<file path="src/hdl/rank_then_binary_radix_sort_assert.svh">
// ----------------------------------------------------------------------------
// Assertion macros for the radix sort block
// Implication checks with a shared clock and reset; one use per line.
// ----------------------------------------------------------------------------
`ifndef RANK_THEN_BINARY_RADIX_SORT_ASSERT_SVH
`define RANK_THEN_BINARY_RADIX_SORT_ASSERT_SVH

// The consequent must hold in the same cycle as the antecedent.
`define RTBRS_ASSERT_SAME(label, clk, rst, ante, cons, msg) \
   label: assert property (@(posedge clk) disable iff (rst) (ante) |-> (cons)) \
      else $error(msg);

// The consequent must hold in the cycle after the antecedent.
`define RTBRS_ASSERT_NEXT(label, clk, rst, ante, cons, msg) \
   label: assert property (@(posedge clk) disable iff (rst) (ante) |=> (cons)) \
      else $error(msg);

`endif

</file>
<file path="src/hdl/rtbrs_pkg.sv">
// ----------------------------------------------------------------------------
// rtbrs_pkg
// Sizes, widths and shared types of the rank-then-radix sort block.
// ----------------------------------------------------------------------------
`timescale 1ns / 1ps

package rtbrs_pkg;

   // List and sort limits.
   localparam int MAX_ITEMS  = 64;
   localparam int PASS_LIMIT = 32;
   localparam int MOVE_CAP   = 8192;

   // Derived widths.
   localparam int DATA_W = 32;
   localparam int BIT_W  = $clog2(DATA_W);
   localparam int IDX_W  = (MAX_ITEMS > 1) ? $clog2(MAX_ITEMS) : 1;
   localparam int CNT_W  = $clog2(MAX_ITEMS + 1);
   localparam int PASS_W = $clog2(PASS_LIMIT + 1);
   localparam int MOVE_W = 14;

   // Stream payload widths, padded to whole bytes.
   localparam int REQ_TDATA_W = 32;
   localparam int RSP_FIELD_W = DATA_W + MOVE_W;
   localparam int RSP_TDATA_W = ((RSP_FIELD_W + 7) / 8) * 8;
   localparam int RSP_PAD_W   = RSP_TDATA_W - RSP_FIELD_W;

   // Write port of one list bank.
   typedef struct packed {
      logic              en;
      logic [IDX_W-1:0]  addr;
      logic [DATA_W-1:0] data;
   } ram_wr_type;

endpackage

</file>
<file path="src/hdl/rtbrs_ram.sv">
// ----------------------------------------------------------------------------
// rtbrs_ram
// One list bank: single write port, one read port with registered data.
// ----------------------------------------------------------------------------
`timescale 1ns / 1ps

module rtbrs_ram (
   input  logic                              clock,
   input  rtbrs_pkg::ram_wr_type             wr,
   input  logic [rtbrs_pkg::IDX_W-1:0]       rd_addr,
   output logic [rtbrs_pkg::DATA_W-1:0]      rd_data
);

   logic [rtbrs_pkg::DATA_W-1:0] mem [rtbrs_pkg::MAX_ITEMS];

   // Write and registered read.
   always_ff @(posedge clock) begin
      if (wr.en) begin
         mem[wr.addr] <= wr.data;
      end
      rd_data <= mem[rd_addr];
   end

endmodule

</file>
<file path="config.mk">
export PLATFORM = sky130hd
export DESIGN_NAME = rtbrs_ram
export DESIGN_NICKNAME = d
export VERILOG_FILES = /design/src/hdl/rank_then_binary_radix_sort_assert.svh /design/src/hdl/rtbrs_pkg.sv /design/src/hdl/rtbrs_ram.sv
export SDC_FILE = /design/constraint.sdc
export NUM_CORES = 2
export LEC_CHECK = 0
export BUFFER_PORTS_ARGS = -buffer_cell sky130_fd_sc_hd__buf_2
export CORE_AREA = 2 2 543 491
export DETAILED_ROUTE_END_ITERATION = 7
export DIE_AREA = 0 0 545 493
export PLACE_DENSITY = 0.55
export SYNTH_ARGS = -nofsm -noshare
export SYNTH_HDL_FRONTEND = slang
export SYNTH_SLANG_ARGS = --single-unit
export TNS_END_PERCENT = 20
</file>
<file path="constraint.sdc">
create_clock -name clock -period 7.5 [get_ports clock]
set_input_delay 1.5 -clock clock [delete_from_list [all_inputs] [get_ports clock]]
set_output_delay 1.5 -clock clock [all_outputs]
set_load 0.005 [all_outputs]
</file>
=== Word level (Yosys, flattened, before mapping) ===
Memories as Yosys holds them, arrays and structs flattened. A register that Yosys moved wholly into a read port is not among the register bits.
Index checks and enable logic that the tools add are counted.

* Mux-type cells: 2

{| class="wikitable"
|+ Operators with widths
! cell !! number
|-
| 1-bit two-way mux || 2
|}

* Flip-flop bits (word level): 0
* Memory bits (writable): 2,048
* Bits of input ports: 46
* Output and inout bits: 32
* Logic and storage cells: 3
* Memories kept: 1

{| class="wikitable"
|+ Memory list
! memory !! depth !! width !! read ports !! clocked after memory_dff !! wr ports !! line !! text
|-
| mem || 64 || 32 || 1 || 1 || 1 || rtbrs_ram.sv:14 || <nowiki>logic [rtbrs_pkg::DATA_W-1:0] mem [rtbrs_pkg::MAX_ITEMS];</nowiki>
|}

=== Depth between registers and ports, before layout ===
* Depth after elaboration: 2
* Depth in mapped cells: 10
* Depth with buffers taken out: 5

=== Least setup slack after synthesis ===
OpenSTA, ideal clock, no wires.

* Kind: in2reg
* From: input port wr[35] in the netlist's numbering
* To: memory mem[48][0] in the netlist's numbering, enable pin
* Setup time: 461 ps
* Data arrival time: 4,199 ps
* Path slack: 2,840 ps
* Stages on the path: 4
* Cell sequence: clkbuf_1 > nor2b_1 > nand4b_1 > nor3_1

{| class="wikitable"
|+ RTL lines
! item !! line !! text
|-
| start: declaration || rtbrs_ram.sv:9 || <nowiki>input rtbrs_pkg::ram_wr_type wr,</nowiki>
|-
| end: declaration || rtbrs_ram.sv:14 ||
|}

No word-level cell before the write port.

==> impl_metrics.ini <==
[detailed_routing]
wirelength_mm = 213
vias = 36998
drt_first_pass_iters = 5
wl_per_cell_um = 29.4
drc = 0
via_per_inst = 5.11
antenna_left = 0
drt_iter0_drc = 4584

[place]
dp_hpwl_mm = 116
portBuffers = 77
place.gp.congestion = 0.766
pre_cts_slack_ns = 2.47

[timing]
tightest_slew_ns = 1.35
setup_ws_ns = 3.21
min_period_ns = 4.29
drv_slew = 0
whs_ns = 0.750
hold_violations = 0
slew_headroom_pct = 9.68
rsz0062_at_grt = false
clock.fmax_mhz = 233
finalSetupTns_ns = 0
post-route-period-util_pct = 57.2
setup_viol = 0
clock_skew_ns = 0.0287

[logic_synthesis]
synth_cells = 3324
synth-simple-area-share_pct = 1.27
synth-seq-cells = 2080
syn-cell-area_mm2 = 0.0785
ys.flop_type = edfxtp_1
synthAdderAreaFrac_pct = 0
synthDistinctLibCells = 34
synthMuxAreaShare_pct = 16.8
synth_edf_count = 2048
syn_avg_cell_area_um2 = 23.6
synth-xor-area-share_pct = 0
async_flop_share_pct = 0
synth_top_family_by_area = multiplexers
synth_nets = 3370
synth_compound_area_share_pct = 1.67
ys_warn_count = 0
ys_seq_area_share_pct = 79.1

[final_layout]
drive_gt1_share_pct = 28.9
multi_input_area_mm2 = 0.0160
area_delta_synth_final_pct = 14.6
fillers = 24303
regArea_mm2 = 0.0621
final_nets = 3586
final_cell_mix = edfxtp_1 (2048), mux4_2 (544), clkbuf_16 (202)
final_common_cell = edfxtp_1

[setup_path]
crit_arrival_ns = 4.92
path_class = input port to flop
worstPathRequired_ns = 8.13
r2r_slack_ns = 5.00
r2r_cells = 5
endpoint_kind = flop
crit_start = rd_addr[1]
r2r_start = mem[31][20]
rr_endpoint = rd_data[20]
crit_path_start_kind = input port
crit_end = rd_data[6]
path_max_fanout = 83

[cts]
cts.sinks = 2080
h-tree-depth = 4
clockBufferDepth = 3
postCtsHoldBufs = 0
cts_setup_buffers = 0
path_clk_slew_ns = 0.06
cts_resized = 0
cts_tree = done
numCtsBuffers = 196
cts_root_buf = clkbuf_16
worstSkewPairLatency_ns = 0.83

[grt]
grt_pass1_wl_mm = 295
overflow = 0
first_global_vias = 37178
grt_max_degree = 93
grtUsageTotal_pct = 15.7
antenna_found_initial = 41

[floorplanning]
io_pins = 78
rows = 179
die_area_mm2 = 0.269
core_area_mm2 = 0.263
die_w_um = 545
start_util_pct = 29.8
die_h_um = 493

[pwr]
ir_worst_vdd_mv = 0.247
p_leak_nw = 27.3
p_per_area_mw_per_mm2 = 261

[min_path]
hp-start = mem[13][8]
hold_class = flop to flop

[run]
max-cap-violations = 0

[status]
status = finished clean
-- flip-flops by register name, summed over array words and instances (netlist names) --
signal	flops
rd_data	32
mem	2048
-- worst max-delay path, stage by stage --
cell and delay (ns):
buf_8 0.53, buf_12 0.50, nand3b_1 0.55, o221ai_1 0.39, a21oi_1 0.18, a21oi_1 0.71
nor2_1 0.25
-- cells by family (layout without fill, tap and decap cells) --
| logic type | Yosys count | in the layout |
|---|---|---|
| and+or+nand+nor | 223 | 223 |
| muxes | 637 | 637 |
| DFF | 2080 | 2080 |
| other | 0 | 19 |
| AOI/OAI and AO/OA | 202 | 202 |
| buffers and inverters | 182 | 556 |
-- stage by stage --
stage          total power [mW]  utilization [%]  cells  cell area, um^2
2_1_floorplan              13.8                -   3324            78500
3_3_place_gp               14.3             31.9   6871            84000
3_5_place_dp               14.4             31.9   6871            84000
4_1_cts                    23.7             34.2   7227            90000
5_1_grt                    24.2             34.2   7238            90000
6_report                   23.5             34.2   7246            90000
-- worst min path at each step --
stage	end	cells past startpoint
floorplan	rd_data[17]	4
global placement	rd_data[8]	4
detailed placement	rd_data[8]	4
CTS	rd_data[8]	4
global route	rd_data[8]	4
finish	rd_data[8]	4
-- routing by layer --
layer  share of wire, %  track usage [%]  vias to the layer above  wire length (um)
met5              0.036                0                        -                76
met4                1.9             3.68                       12              4100
met3                9.7             4.49                      271             20700
met2                 46             23.9                     1607             98000
met1                 42             22.3                    20380             90500
li1                   -                -                    14728                 -
-- layout make-up --
class                      instances  share of cell area (%)
clock buffer                     277                    6.05
antenna                           19                  0.0528
multi-input combinational       1062                    17.7
timing repair buffer             200                    1.62
sequential                      2080                    69.0
clock inverter                    79                   0.594
tap                             3529                    4.91
-- power by group --
group	internal, mW	leakage, nW	total (mW)	switching [mW]
logic	0.422	5.66	1.15	0.730
clock network	5.18	2.91	9.42	4.24
registers	12.9	18.7	12.9	0.0654
-- cells in the mapped netlist (12+ instances only) --
cell type	count	area [um^2]
dfxtp_1	32	641
nand2_1	26	97.6
buf_2	57	285
nor2_1	137	514
edfxtp_1	2048	61500
o221ai_1	27	236
a21oi_1	62	310
o22ai_1	84	526
clkbuf_1	74	278
mux2i_1	93	931
a22oi_1	12	90.1
buf_1	21	78.8
nor2b_1	15	93.8
mux4_2	544	12300
buf_4	25	188
(Power assumes the default switching activity.)
